$ cat src/hw/rtl/bcc_pkg.sv
// ----------------------------------------------------------------------------
// bcc_pkg: shared types and constants for the binary cyclic code encoder
// Word widths, register map, reset values, the beat and config structs.
// ----------------------------------------------------------------------------
package bcc_pkg;

    // working width of the division chain and of the polynomial register
    localparam int DATA_W        = 64;
    // width of message, codeword and parity ports
    localparam int MSG_W         = 63;
    // width of the length registers
    localparam int LEN_W         = 6;
    // default kept width of the carry-free product
    localparam int DEF_WORD_BITS = 64;

    // register map: 64-bit registers on an 8-byte stride
    localparam int NUM_REGS = 4;
    localparam int IDX_W    = $clog2(NUM_REGS);
    localparam int ADDR_W   = IDX_W + 3;

    typedef enum logic [IDX_W-1:0] {
        REG_GEN      = 2'd0,
        REG_CODE_LEN = 2'd1,
        REG_MSG_LEN  = 2'd2,
        REG_MODE     = 2'd3
    } t_reg_idx;

    localparam logic [DATA_W-1:0] RST_GEN      = 64'd11;
    localparam logic [LEN_W-1:0]  RST_CODE_LEN = 6'd7;
    localparam logic [LEN_W-1:0]  RST_MSG_LEN  = 6'd4;
    localparam logic              RST_MODE     = 1'b1;

    // one beat moving down the cell chain
    typedef struct packed {
        logic              valid;
        logic [DATA_W-1:0] w;    // working word: product, then remainder
        logic [DATA_W-1:0] aux;  // message bits, or the shifted message
    } t_beat;

    // configuration plus the divisor prepared for the division cells
    typedef struct packed {
        logic [DATA_W-1:0] gen;
        logic [LEN_W-1:0]  n;
        logic [LEN_W-1:0]  k;
        logic              sys;
        logic [DATA_W-1:0] div_norm;   // divisor shifted so its top bit is bit 63
        logic [LEN_W-1:0]  div_shift;  // 63 minus divisor degree
        logic              div_zero;   // divisor is all zero
    } t_cfg;

    // mask of the low 'width' bits, width 0..64
    function automatic logic [DATA_W-1:0] low_mask(input logic [LEN_W:0] width);
        logic [DATA_W-1:0] m;
        if (width >= (LEN_W+1)'(DATA_W)) begin
            m = '1;
        end else begin
            m = (DATA_W'(1) << width) - DATA_W'(1);
        end
        return m;
    endfunction

endpackage

$ cat src/hw/rtl/bcc_regs.sv
// ----------------------------------------------------------------------------
// bcc_regs: configuration registers
// APB register file and the registered divisor normalization for the chain.
// ----------------------------------------------------------------------------
module bcc_regs import bcc_pkg::*; (
    input  logic              i_clk,
    input  logic              i_rst_n,
    input  logic              psel,
    input  logic              penable,
    input  logic              pwrite,
    input  logic [ADDR_W-1:0] paddr,
    input  logic [DATA_W-1:0] pwdata,
    output logic [DATA_W-1:0] prdata,
    output logic              pready,
    output t_cfg              o_cfg
);

    // position of the highest set bit (zero for an all-zero word)
    function automatic logic [LEN_W-1:0] top_bit(input logic [DATA_W-1:0] p);
        logic [LEN_W-1:0] pos;
        pos = '0;
        for (int i = 0; i < DATA_W; i++) begin
            if (p[i]) begin
                pos = LEN_W'(i);
            end
        end
        return pos;
    endfunction

    logic [DATA_W-1:0] r_gen;
    logic [LEN_W-1:0]  r_code_len;
    logic [LEN_W-1:0]  r_msg_len;
    logic              r_sys;

    logic              w_wr;
    t_reg_idx          w_idx;
    logic [DATA_W-1:0] w_div;

    logic [DATA_W-1:0] r_div_src;
    logic [LEN_W-1:0]  r_div_shift;
    logic              r_div_zero;
    logic [DATA_W-1:0] r_div_norm;

    assign pready = 1'b1;
    assign w_wr   = psel && penable && pwrite && pready;
    assign w_idx  = t_reg_idx'(paddr[ADDR_W-1:3]);

    // register writes
    always_ff @(posedge i_clk) begin
        if (!i_rst_n) begin
            r_gen      <= RST_GEN;
            r_code_len <= RST_CODE_LEN;
            r_msg_len  <= RST_MSG_LEN;
            r_sys      <= RST_MODE;
        end else if (w_wr) begin
            unique case (w_idx)
                REG_GEN:      r_gen      <= pwdata;
                REG_CODE_LEN: r_code_len <= pwdata[LEN_W-1:0];
                REG_MSG_LEN:  r_msg_len  <= pwdata[LEN_W-1:0];
                REG_MODE:     r_sys      <= pwdata[0];
            endcase
        end
    end

    // read mux
    always_comb begin
        unique case (w_idx)
            REG_GEN:      prdata = r_gen;
            REG_CODE_LEN: prdata = {{(DATA_W-LEN_W){1'b0}}, r_code_len};
            REG_MSG_LEN:  prdata = {{(DATA_W-LEN_W){1'b0}}, r_msg_len};
            REG_MODE:     prdata = {{(DATA_W-1){1'b0}}, r_sys};
        endcase
    end

    // divisor: generator in systematic mode, x^n + 1 otherwise
    assign w_div = r_sys ? r_gen
                         : ((DATA_W'(1) << r_code_len) | DATA_W'(1));

    // two-step normalization: find degree, then left-align
    always_ff @(posedge i_clk) begin
        r_div_src   <= w_div;
        r_div_shift <= LEN_W'(DATA_W-1) - top_bit(w_div);
        r_div_zero  <= (w_div == '0);
        r_div_norm  <= r_div_src << r_div_shift;
    end

    assign o_cfg.gen       = r_gen;
    assign o_cfg.n         = r_code_len;
    assign o_cfg.k         = r_msg_len;
    assign o_cfg.sys       = r_sys;
    assign o_cfg.div_norm  = r_div_norm;
    assign o_cfg.div_shift = r_div_shift;
    assign o_cfg.div_zero  = r_div_zero;

endmodule

$ cat config.mk
export PLATFORM = sky130hd
export DESIGN_NAME = bcc_regs
export DESIGN_NICKNAME = d
export VERILOG_FILES = /design/src/hw/rtl/bcc_pkg.sv /design/src/hw/rtl/bcc_regs.sv
export SDC_FILE = /design/constraint.sdc
export NUM_CORES = 1
export LEC_CHECK = 0
export ABC_AREA = 1
export ABC_CLOCK_PERIOD_IN_PS = 3900
export BUFFER_PORTS_ARGS = -buffer_cell sky130_fd_sc_hd__buf_4
export CAP_MARGIN = 20
export CORE_ASPECT_RATIO = 2
export CORE_UTILIZATION = 30
export DETAILED_ROUTE_END_ITERATION = 6
export PLACE_DENSITY = 0.62
export SLEW_MARGIN = 20
export SYNTH_ARGS = -nofsm -noshare
export SYNTH_HDL_FRONTEND = slang
export SYNTH_SLANG_ARGS = --single-unit
$ cat constraint.sdc
create_clock -name i_clk -period 3.9 [get_ports i_clk]
set_input_delay 0 -clock i_clk [delete_from_list [all_inputs] [get_ports i_clk]]
set_output_delay 0 -clock i_clk [all_outputs]
set_load 0.03 [all_outputs]
==> results.toml <==
[status]
status = "complete, but fails checks"
violations = "DRC, setup timing"

[placed_design]
place_area_um2 = 14000
port_buffers = 282
dpl.hpwl_um = 35900
routabilityCongestion = 1.02

[critical_path]
cp-start-kind = "flop"
critPathSlowestCell = "dfxtp_4"
crit_fanout = 6
slowest_delay_ns = 0.39
cp.arrival_ns = 4.40
cp_common_cell = "nand2_1"
path_class = "reg -> reg"
critical_path.endpoint_type = "flop"
crit_required_ns = 4.29

[yosys]
synth_nets = 1811
ys_types = 38
synthesis.yosys.warnings = 0
syn_inst = 1737
ys.flop_type = "dfxtp_1"
synth-seq-area-share = 0.382
syn_area_per_cell_um2 = 6.40
synth_edf_count = 0
ys_async_sr_fraction = 0
synth_seq_cells = 212
synth_area_um2 = 11100

[clock_tree]
clk_latency_ns = 0.52
cts_tree = "built"
path_clk_slew_ns = 0.07
numCtsBuffers = 20
cts_root_buffer = "clkbuf_16"
cts_buffer_depth = 3
cts_htree_levels = 1
cts_sinks = 212

[power]
power_leakage_nw = 7.08
p_seq_frac = 0.300
clkPwrFrac = 0.234
p_per_area_nw_per_um2 = 566
vdd_ir_drop_max_v = 0.000319
pwr-share-comb = 0.466
switching_share = 0.429
internal-power_mw = 4.98
p_sw_mw = 3.75

[sta]
rsz0062_at_grt = "true"
report.final.slew_viol_count = 0
skew_ns = 0.0171
setup_violations = 1
min_period_ns = 4.00
period_share = 1.03
fin_hold_ws_ns = 0.0353
worstMarginPinSlew_ns = 0.878
hold_viol_final = 0
worst_slack_ns = -0.105
slew_headroom = 0.409
fmaxAchievable_mhz = 250

[global_route]
grt_max_degree = 78
antenna_found_initial = 0
track_usage = 0.233
grt_pass1_wl_um = 68200
grt_pass1_vias = 12400
grt-ovfl-total = 0

[drt]
antenna_left = 0
drt-initial-drc-count = 751
dr.pass1.iters = 7
routedWlPerCell_um = 17.7
drc = 18
via_per_inst = 4.88
wl_um = 45000
vias = 12400

[floorplanning]
num_rows = 99
die_height_um = 274
initial_core_util = 0.304
io-pin-count = 287
dieWidth_um = 138
core-area_um2 = 36500
dieArea_um2 = 37900

[finish]
final_area_um2 = 15400
area_delta_synth_final_pct = 38.6
final_nets = 2151
diodes = 0
final_core_util = 0.422
drive_above_1_share = 0.208

[min_path]
hold_path.class = "in -> reg"

[job]
cap_violations = 0
critical path: cells and delay by family, from the launching register on:
kind / cells / cell delay (ns)
simple gates: 63 / 3.40
buf+inv: 1 / 0.08
compound gates: 1 / 0.05
flops: 1 / 0.39
power by group through the flow:
stage	clock network, mW	registers, mW	logic [mW]
3_3_place_gp	0	2.68	3.98
2_1_floorplan	0	3.27	2.00
4_1_cts	2.09	2.63	4.06
3_5_place_dp	0	2.67	3.99
6_report	2.04	2.62	4.06
5_1_grt	2.18	2.65	4.43
area by class of cell:
class | instances | area (um^2)
fill | 3822 | 21100
timing repair buffer | 438 | 3480
sequential | 212 | 4260
clock buffer | 24 | 557
clock inverter | 11 | 128
tap | 454 | 568
inverter | 181 | 686
multi-input combinational | 1224 | 5740
Yosys cell counts (all sizes together) (2+ instances only):
| cell | number | area, um^2 |
|---|---|---|
| dfxtp | 212 | 4240 |
| a21oi | 81 | 405 |
| nand2 | 459 | 1720 |
| nand3 | 103 | 515 |
| nand4 | 4 | 25.0 |
| o211ai | 13 | 97.6 |
| clkinv | 2 | 7.51 |
| a31oi | 7 | 43.8 |
| nor2 | 191 | 719 |
| nor3 | 5 | 46.3 |
| clkbuf | 91 | 342 |
| o221ai | 2 | 17.5 |
| mux2i | 46 | 460 |
| nor4 | 4 | 25.0 |
| o21ai | 252 | 1260 |
| inv | 179 | 672 |
| o22ai | 40 | 269 |
| a21boi | 3 | 22.5 |
| or2 | 4 | 25.0 |
| buf | 29 | 125 |
cells by family after synthesis:
logic type / share of synthesized area
muxes: 0.0414
DFF: 0.382
buffers and inverters: 0.103
and+or+nand+nor: 0.277
AOI/OAI and AO/OA: 0.196
other: 0.000337
worst paths after layout:
check	depth (start not counted)	startpoint	slack (ns)	to
hold / removal	2	i_rst_n	0.04	r_gen[3]
setup / recovery	65	r_code_len[0]	-0.10	r_div_shift[0]
setup reg to reg	65	r_code_len[0]	-0.10	r_div_shift[0]
hold reg to reg	2	r_gen[46]	0.51	r_gen[46]
metrics by stage:
stage	setup TNS, ns	instances	setup slack (ns)	total power, mW
finish	-0.105	2544	-0.105	8.72
global route	-0.885	2544	-0.885	9.26
CTS	-0.181	2543	-0.181	8.78
detailed placement	-0.297	2439	-0.297	6.67
global placement	-0.389	2439	-0.389	6.66
floorplan	0	1737	0.0490	5.27
cells in the final DEF (no fill, tap or decap), drive strengths merged, types with 2 or more instances in the layout:
cell	synthesis	final
dfxtp	212	212
o22ai	40	40
o211ai	13	13
nand3	103	103
clkinv	2	8
nor2	191	191
inv	179	179
bufinv	0	2
dlygate4sd3	0	68
a31oi	7	7
o21ai	252	252
a21boi	3	3
nand2	459	459
o221ai	2	2
or2	4	4
mux2i	46	46
clkbuf	91	24
buf	29	370
nor4	4	4
a21oi	81	81
nor3	5	5
clkinvlp	0	3
nand4	4	4
sequential cells by signal, indices dropped and copies added (netlist names):
register	flops
r_msg_len	6
r_div_zero	1
r_gen	64
r_code_len	6
r_div_src	64
r_div_shift	6
r_sys	1
r_div_norm	64
per-layer routing:
metal / track usage / vias up / routed length (um)
li1: - / 6275 / -
met1: 0.203 / 5570 / 14800
met2: 0.465 / 409 / 24400
met3: 0.0323 / 152 / 1960
met4: 0.197 / 0 / 3910
met5: 0 / - / 0
timing repair:
item / CTS / global route
endpoints found under the hold margin: 77 / 0
setup buffers: 1 / 1
resized for setup: 12 / 0
setup endpoints to repair: 1 / 1
hold buffers: 68 / 0
pin swaps: 3 / 1
Note: power is estimated with default switching activity, not from simulation.
