<file path="src/hw/rtl/bcc_pkg.sv">
// ----------------------------------------------------------------------------
// bcc_pkg: shared types and constants for the binary cyclic code encoder
// Word widths, register map, reset values, the beat and config structs.
// ----------------------------------------------------------------------------
package bcc_pkg;

    // working width of the division chain and of the polynomial register
    localparam int DATA_W        = 64;
    // width of message, codeword and parity ports
    localparam int MSG_W         = 63;
    // width of the length registers
    localparam int LEN_W         = 6;
    // default kept width of the carry-free product
    localparam int DEF_WORD_BITS = 64;

    // register map: 64-bit registers on an 8-byte stride
    localparam int NUM_REGS = 4;
    localparam int IDX_W    = $clog2(NUM_REGS);
    localparam int ADDR_W   = IDX_W + 3;

    typedef enum logic [IDX_W-1:0] {
        REG_GEN      = 2'd0,
        REG_CODE_LEN = 2'd1,
        REG_MSG_LEN  = 2'd2,
        REG_MODE     = 2'd3
    } t_reg_idx;

    localparam logic [DATA_W-1:0] RST_GEN      = 64'd11;
    localparam logic [LEN_W-1:0]  RST_CODE_LEN = 6'd7;
    localparam logic [LEN_W-1:0]  RST_MSG_LEN  = 6'd4;
    localparam logic              RST_MODE     = 1'b1;

    // one beat moving down the cell chain
    typedef struct packed {
        logic              valid;
        logic [DATA_W-1:0] w;    // working word: product, then remainder
        logic [DATA_W-1:0] aux;  // message bits, or the shifted message
    } t_beat;

    // configuration plus the divisor prepared for the division cells
    typedef struct packed {
        logic [DATA_W-1:0] gen;
        logic [LEN_W-1:0]  n;
        logic [LEN_W-1:0]  k;
        logic              sys;
        logic [DATA_W-1:0] div_norm;   // divisor shifted so its top bit is bit 63
        logic [LEN_W-1:0]  div_shift;  // 63 minus divisor degree
        logic              div_zero;   // divisor is all zero
    } t_cfg;

    // mask of the low 'width' bits, width 0..64
    function automatic logic [DATA_W-1:0] low_mask(input logic [LEN_W:0] width);
        logic [DATA_W-1:0] m;
        if (width >= (LEN_W+1)'(DATA_W)) begin
            m = '1;
        end else begin
            m = (DATA_W'(1) << width) - DATA_W'(1);
        end
        return m;
    endfunction

endpackage

</file>
<file path="src/hw/rtl/bcc_mul_cell.sv">
// ----------------------------------------------------------------------------
// bcc_mul_cell: one step of the carry-free multiply
// Adds the generator shifted by this cell's bit position when that message
// bit is set (non-systematic mode only); passes the beat on through registers.
// ----------------------------------------------------------------------------
module bcc_mul_cell import bcc_pkg::*; #(
    parameter int WORD_BITS = DEF_WORD_BITS,
    parameter int IDX       = 0
) (
    input  logic  i_clk,
    input  logic  i_rst_n,
    input  t_cfg  i_cfg,
    input  t_beat i_beat,
    output t_beat o_beat
);

    // product bits kept
    localparam logic [DATA_W-1:0] PROD_MASK =
        (WORD_BITS >= DATA_W) ? {DATA_W{1'b1}}
                              : ((DATA_W'(1) << WORD_BITS) - DATA_W'(1));

    logic              r_valid;
    logic [DATA_W-1:0] r_w;
    logic [DATA_W-1:0] r_aux;
    logic [DATA_W-1:0] w_pp;

    // partial product, idle in systematic mode
    assign w_pp = (!i_cfg.sys && i_beat.aux[IDX]) ? ((i_cfg.gen << IDX) & PROD_MASK)
                                                  : '0;

    always_ff @(posedge i_clk) begin
        if (!i_rst_n) begin
            r_valid <= 1'b0;
        end else begin
            r_valid <= i_beat.valid;
        end
    end

    always_ff @(posedge i_clk) begin
        r_w   <= i_beat.w ^ w_pp;
        r_aux <= i_beat.aux;
    end

    assign o_beat.valid = r_valid;
    assign o_beat.w     = r_w;
    assign o_beat.aux   = r_aux;

endmodule

</file>
<file path="config.mk">
export PLATFORM = sky130hd
export DESIGN_NAME = bcc_mul_cell
export DESIGN_NICKNAME = d
export VERILOG_FILES = /design/src/hw/rtl/bcc_pkg.sv /design/src/hw/rtl/bcc_mul_cell.sv
export SDC_FILE = /design/constraint.sdc
export NUM_CORES = 1
export LEC_CHECK = 0
export ABC_AREA = 1
export BUFFER_PORTS_ARGS = -buffer_cell sky130_fd_sc_hd__buf_2
export CORE_AREA = 2 2 159 161
export CTS_BUF_LIST = sky130_fd_sc_hd__clkbuf_8
export DETAILED_ROUTE_END_ITERATION = 12
export DIE_AREA = 0 0 161 163
export GPL_ROUTABILITY_DRIVEN = 1
export GPL_TIMING_DRIVEN = 1
export HOLD_SLACK_MARGIN = 0.1
export PLACE_DENSITY = 0.54
export SLEW_MARGIN = 20
export SYNTH_ARGS = -nofsm -noshare
export SYNTH_HDL_FRONTEND = slang
export SYNTH_SLANG_ARGS = --single-unit
</file>
<file path="constraint.sdc">
create_clock -name i_clk -period 1.8 [get_ports i_clk]
set_clock_uncertainty 0.15 [all_clocks]
set_input_delay 0.45 -clock i_clk [delete_from_list [all_inputs] [get_ports i_clk]]
set_output_delay 0.45 -clock i_clk [all_outputs]
set_load 0.01 [all_outputs]
</file>
==> impl_metrics.xml <==
<?xml version="1.0" encoding="UTF-8"?>
<metrics>
  <group name="logic_synthesis">
    <metric name="synth.lib_cells_used.distinct" unit="">8</metric>
    <metric name="yosys_warnings" unit="">0</metric>
    <metric name="ys_seq_area_frac" unit="">0.5998</metric>
    <metric name="synthDominantAreaCellType" unit="">sky130_fd_sc_hd__dfxtp_1</metric>
    <metric name="synth.avg_cell_area" unit="um2">8.951</metric>
    <metric name="mappedNetlistNets" unit="">760</metric>
    <metric name="synth.area.top_cells" unit="">sky130_fd_sc_hd__dfxtp_1 (60%), sky130_fd_sc_hd__nand2_1 (11%), sky130_fd_sc_hd__nand4_1 (9.3%)</metric>
    <metric name="synth_area" unit="um2">4305</metric>
    <metric name="netlist.area_leader.share" unit="">0.5998</metric>
    <metric name="postSynthCellCount" unit="">481</metric>
    <metric name="flip_flop_and_latch_count_after_synthesis" unit="">129</metric>
  </group>
  <group name="floorplan">
    <metric name="core.rowCount" unit="">58</metric>
    <metric name="die_width" unit="um">161</metric>
    <metric name="dieArea" unit="um2">26240</metric>
    <metric name="start_util" unit="">0.1745</metric>
    <metric name="dieHeight" unit="um">163</metric>
    <metric name="ioPinCount" unit="">408</metric>
    <metric name="floorplan.core_area" unit="um2">24670</metric>
  </group>
  <group name="clock_network">
    <metric name="cts-buffers-inserted" unit="">17</metric>
    <metric name="post_cts_resized" unit="">0</metric>
    <metric name="cts-root-buf" unit="">sky130_fd_sc_hd__clkbuf_8</metric>
    <metric name="cts-root-to-sink-buffers" unit="">2</metric>
    <metric name="cts_max_level" unit="">4</metric>
    <metric name="cts_tree" unit="">done</metric>
    <metric name="number_of_clock_sinks_seen_by_cts" unit="">129</metric>
    <metric name="cts.clk_slew.worst_paths" unit="ns">0.08</metric>
  </group>
  <group name="layout">
    <metric name="finish.utilization" unit="">0.3384</metric>
    <metric name="finish.instance_area" unit="um2">8349</metric>
    <metric name="synthToLayoutAreaGrowth" unit="%">93.93</metric>
    <metric name="fin_nets" unit="">1256</metric>
    <metric name="post_route_cells_drive_above_1_share" unit="">0.3667</metric>
    <metric name="final.fill_count" unit="">2533</metric>
  </group>
  <group name="run_status">
    <metric name="status" unit="">finished clean</metric>
  </group>
  <group name="drt">
    <metric name="viasPerCell" unit="">3.827</metric>
    <metric name="wl_per_cell" unit="um">11.72</metric>
    <metric name="detailroute.via_count" unit="">5056</metric>
    <metric name="drt_wl_total" unit="um">15480</metric>
    <metric name="drt_drc_violations_left" unit="">0</metric>
    <metric name="postRouteAntennaNets" unit="">0</metric>
    <metric name="drt_first_pass_iters" unit="">7</metric>
    <metric name="drt_first_iter_violations" unit="">195</metric>
  </group>
  <group name="global_route">
    <metric name="grt_most_used_layer" unit="">met2</metric>
    <metric name="grt_pass1_vias" unit="">4759</metric>
    <metric name="grt-ovfl-total" unit="">0</metric>
    <metric name="grt_use_total" unit="">0.1114</metric>
    <metric name="antenna_found_initial" unit="">1</metric>
    <metric name="wire_length_of_the_first_global_routing_pass" unit="um">22920</metric>
    <metric name="met3_usage" unit="">0.03438</metric>
    <metric name="globalRouteMet2Util" unit="">0.2113</metric>
    <metric name="grt_use_met1" unit="">0.1104</metric>
    <metric name="pin_count_of_the_biggest_net_entering_global_routing" unit="">71</metric>
  </group>
  <group name="critical_path">
    <metric name="critPathArrivalTime" unit="ns">1.82</metric>
    <metric name="path_max_fanout" unit="">2</metric>
    <metric name="critical_path_start_end_classification" unit="">in2reg</metric>
    <metric name="critical_path.endpoint_type" unit="">flip-flop</metric>
    <metric name="req_time_crit_path" unit="ns">1.96</metric>
    <metric name="critPathLaunchType" unit="">input pin</metric>
  </group>
  <group name="sta">
    <metric name="post-route-min-period" unit="ns">1.666</metric>
    <metric name="slew_hr" unit="">0.7819</metric>
    <metric name="finalSetupViolCount" unit="">0</metric>
    <metric name="final.setup.tns" unit="ns">0</metric>
    <metric name="drv_slew" unit="">0</metric>
    <metric name="tightestPinTransition" unit="ns">0.3272</metric>
    <metric name="final-hold-violation-count" unit="">0</metric>
    <metric name="rsz_0062_raised_after_global_routing" unit="">no</metric>
    <metric name="final.period_utilization" unit="">0.9254</metric>
    <metric name="max_clock_freq" unit="GHz">0.6003</metric>
  </group>
  <group name="placed_design">
    <metric name="io_buffers" unit="">324</metric>
    <metric name="dpl_cell_area" unit="um2">6190</metric>
    <metric name="gpl.final_weighted_congestion" unit="">0.7382</metric>
    <metric name="hpwl" unit="um">10360</metric>
  </group>
  <group name="power">
    <metric name="vdd_ir_drop_max" unit="uV">382.3</metric>
    <metric name="power_per_cell_area" unit="nW/um2">817.2</metric>
    <metric name="standby_leakage_power" unit="nW">4.330</metric>
  </group>
  <group name="worst_hold_path">
    <metric name="hold_class" unit="">in2reg</metric>
  </group>
  <group name="job">
    <metric name="max_cap_violations" unit="">0</metric>
  </group>
</metrics>
==> cell families (layout without fill, tap and decap cells) <==
group / Yosys count / count (layout) / synth area share
other: 0 / 1 / 0
DFF: 129 / 129 / 0.5998
and+or+nand+nor: 257 / 257 / 0.2799
buffers and inverters: 95 / 604 / 0.1203
==> worst paths after layout <==
kind | endpoint | startpoint | depth (start not counted)
min | r_w[18] | i_cfg[102] | 3
max | r_w[38] | i_cfg[122] | 6
==> power by group <==
| part | total (W) | internal, W | switching (W) | leakage (nW) |
|---|---|---|---|---|
| Combinational | 0.00117 | 0.000658 | 0.000513 | 3.03 |
| Clock | 0.00257 | 0.00129 | 0.00128 | 0.207 |
| Sequential | 0.00308 | 0.00304 | 0.0000433 | 1.09 |
| Total | 0.00682 | 0.00499 | 0.00183 | 4.33 |
==> registers in the layout, summed over array words and instances (netlist names) <==
| name | cells |
|---|---|
| r_valid | 1 |
| r_aux | 64 |
| r_w | 64 |
==> metal layers <==
| metal | part of all wire | vias up |
|---|---|---|
| met3 | 0.072 | 28 |
| met2 | 0.53 | 204 |
| met1 | 0.37 | 2269 |
| met4 | 0.027 | 0 |
| met5 | 0 | - |
| li1 | - | 2555 |
==> worst max-delay path: stages <==
cell and delay, ns:
sky130_fd_sc_hd__dlygate4sd3_1 0.54, sky130_fd_sc_hd__buf_2 0.12, sky130_fd_sc_hd__nand3_1 0.07, sky130_fd_sc_hd__nand2_1 0.07, sky130_fd_sc_hd__nand2_1 0.04, sky130_fd_sc_hd__dlygate4sd3_1 0.54
==> placed cells by master (no fill, tap or decap) <==
cell type,count
sky130_fd_sc_hd__buf_12,5
sky130_fd_sc_hd__buf_2,323
sky130_fd_sc_hd__buf_4,3
sky130_fd_sc_hd__bufinv_16,2
sky130_fd_sc_hd__clkbuf_8,18
sky130_fd_sc_hd__clkinv_2,1
sky130_fd_sc_hd__clkinv_4,5
sky130_fd_sc_hd__clkinvlp_4,1
sky130_fd_sc_hd__dfxtp_1,129
sky130_fd_sc_hd__diode_2,1
sky130_fd_sc_hd__dlygate4sd3_1,175
sky130_fd_sc_hd__inv_1,66
sky130_fd_sc_hd__inv_4,1
sky130_fd_sc_hd__inv_6,3
sky130_fd_sc_hd__inv_8,1
sky130_fd_sc_hd__nand2_1,129
sky130_fd_sc_hd__nand3_1,64
sky130_fd_sc_hd__nand4_1,64
==> synthesized netlist by cell type <==
master	number
sky130_fd_sc_hd__nand4_1	64
sky130_fd_sc_hd__dfxtp_1	129
sky130_fd_sc_hd__buf_6	14
sky130_fd_sc_hd__nand3_1	64
sky130_fd_sc_hd__nand2_1	129
sky130_fd_sc_hd__inv_2	1
sky130_fd_sc_hd__inv_1	65
sky130_fd_sc_hd__buf_4	15
==> cell type report <==
cell class	instances	area [um2]	share of cell area
sequential	129	2582	0.3093
tap	330	412.9	0.04945
multi-input combinational	257	1205	0.1443
clock inverter	14	157.7	0.01888
antenna	1	2.502	0.0002997
timing repair buffer	506	3491	0.4181
inverter	66	250.2	0.02997
clock buffer	18	247.7	0.02967
==> through the flow <==
step | total power, W | setup slack (ns) | cells | hold slack, ns
floorplan | 0.003522 | 0.6404 | 481 | 0.3277
global placement | 0.003968 | 0.2885 | 1113 | 0.4016
detailed placement | 0.003987 | 0.2719 | 1113 | 0.4036
CTS | 0.006962 | 0.1881 | 1319 | 0.1002
global route | 0.007203 | 0.08977 | 1321 | 0.1032
finish | 0.006823 | 0.1342 | 1321 | 0.1350
==> timing repair <==
action                                 CTS  global route
setup endpoints to repair                0             0
setup buffers                            0             0
endpoints found under the hold margin  126             1
hold buffers                           174             1
(Power assumes the default switching activity.)
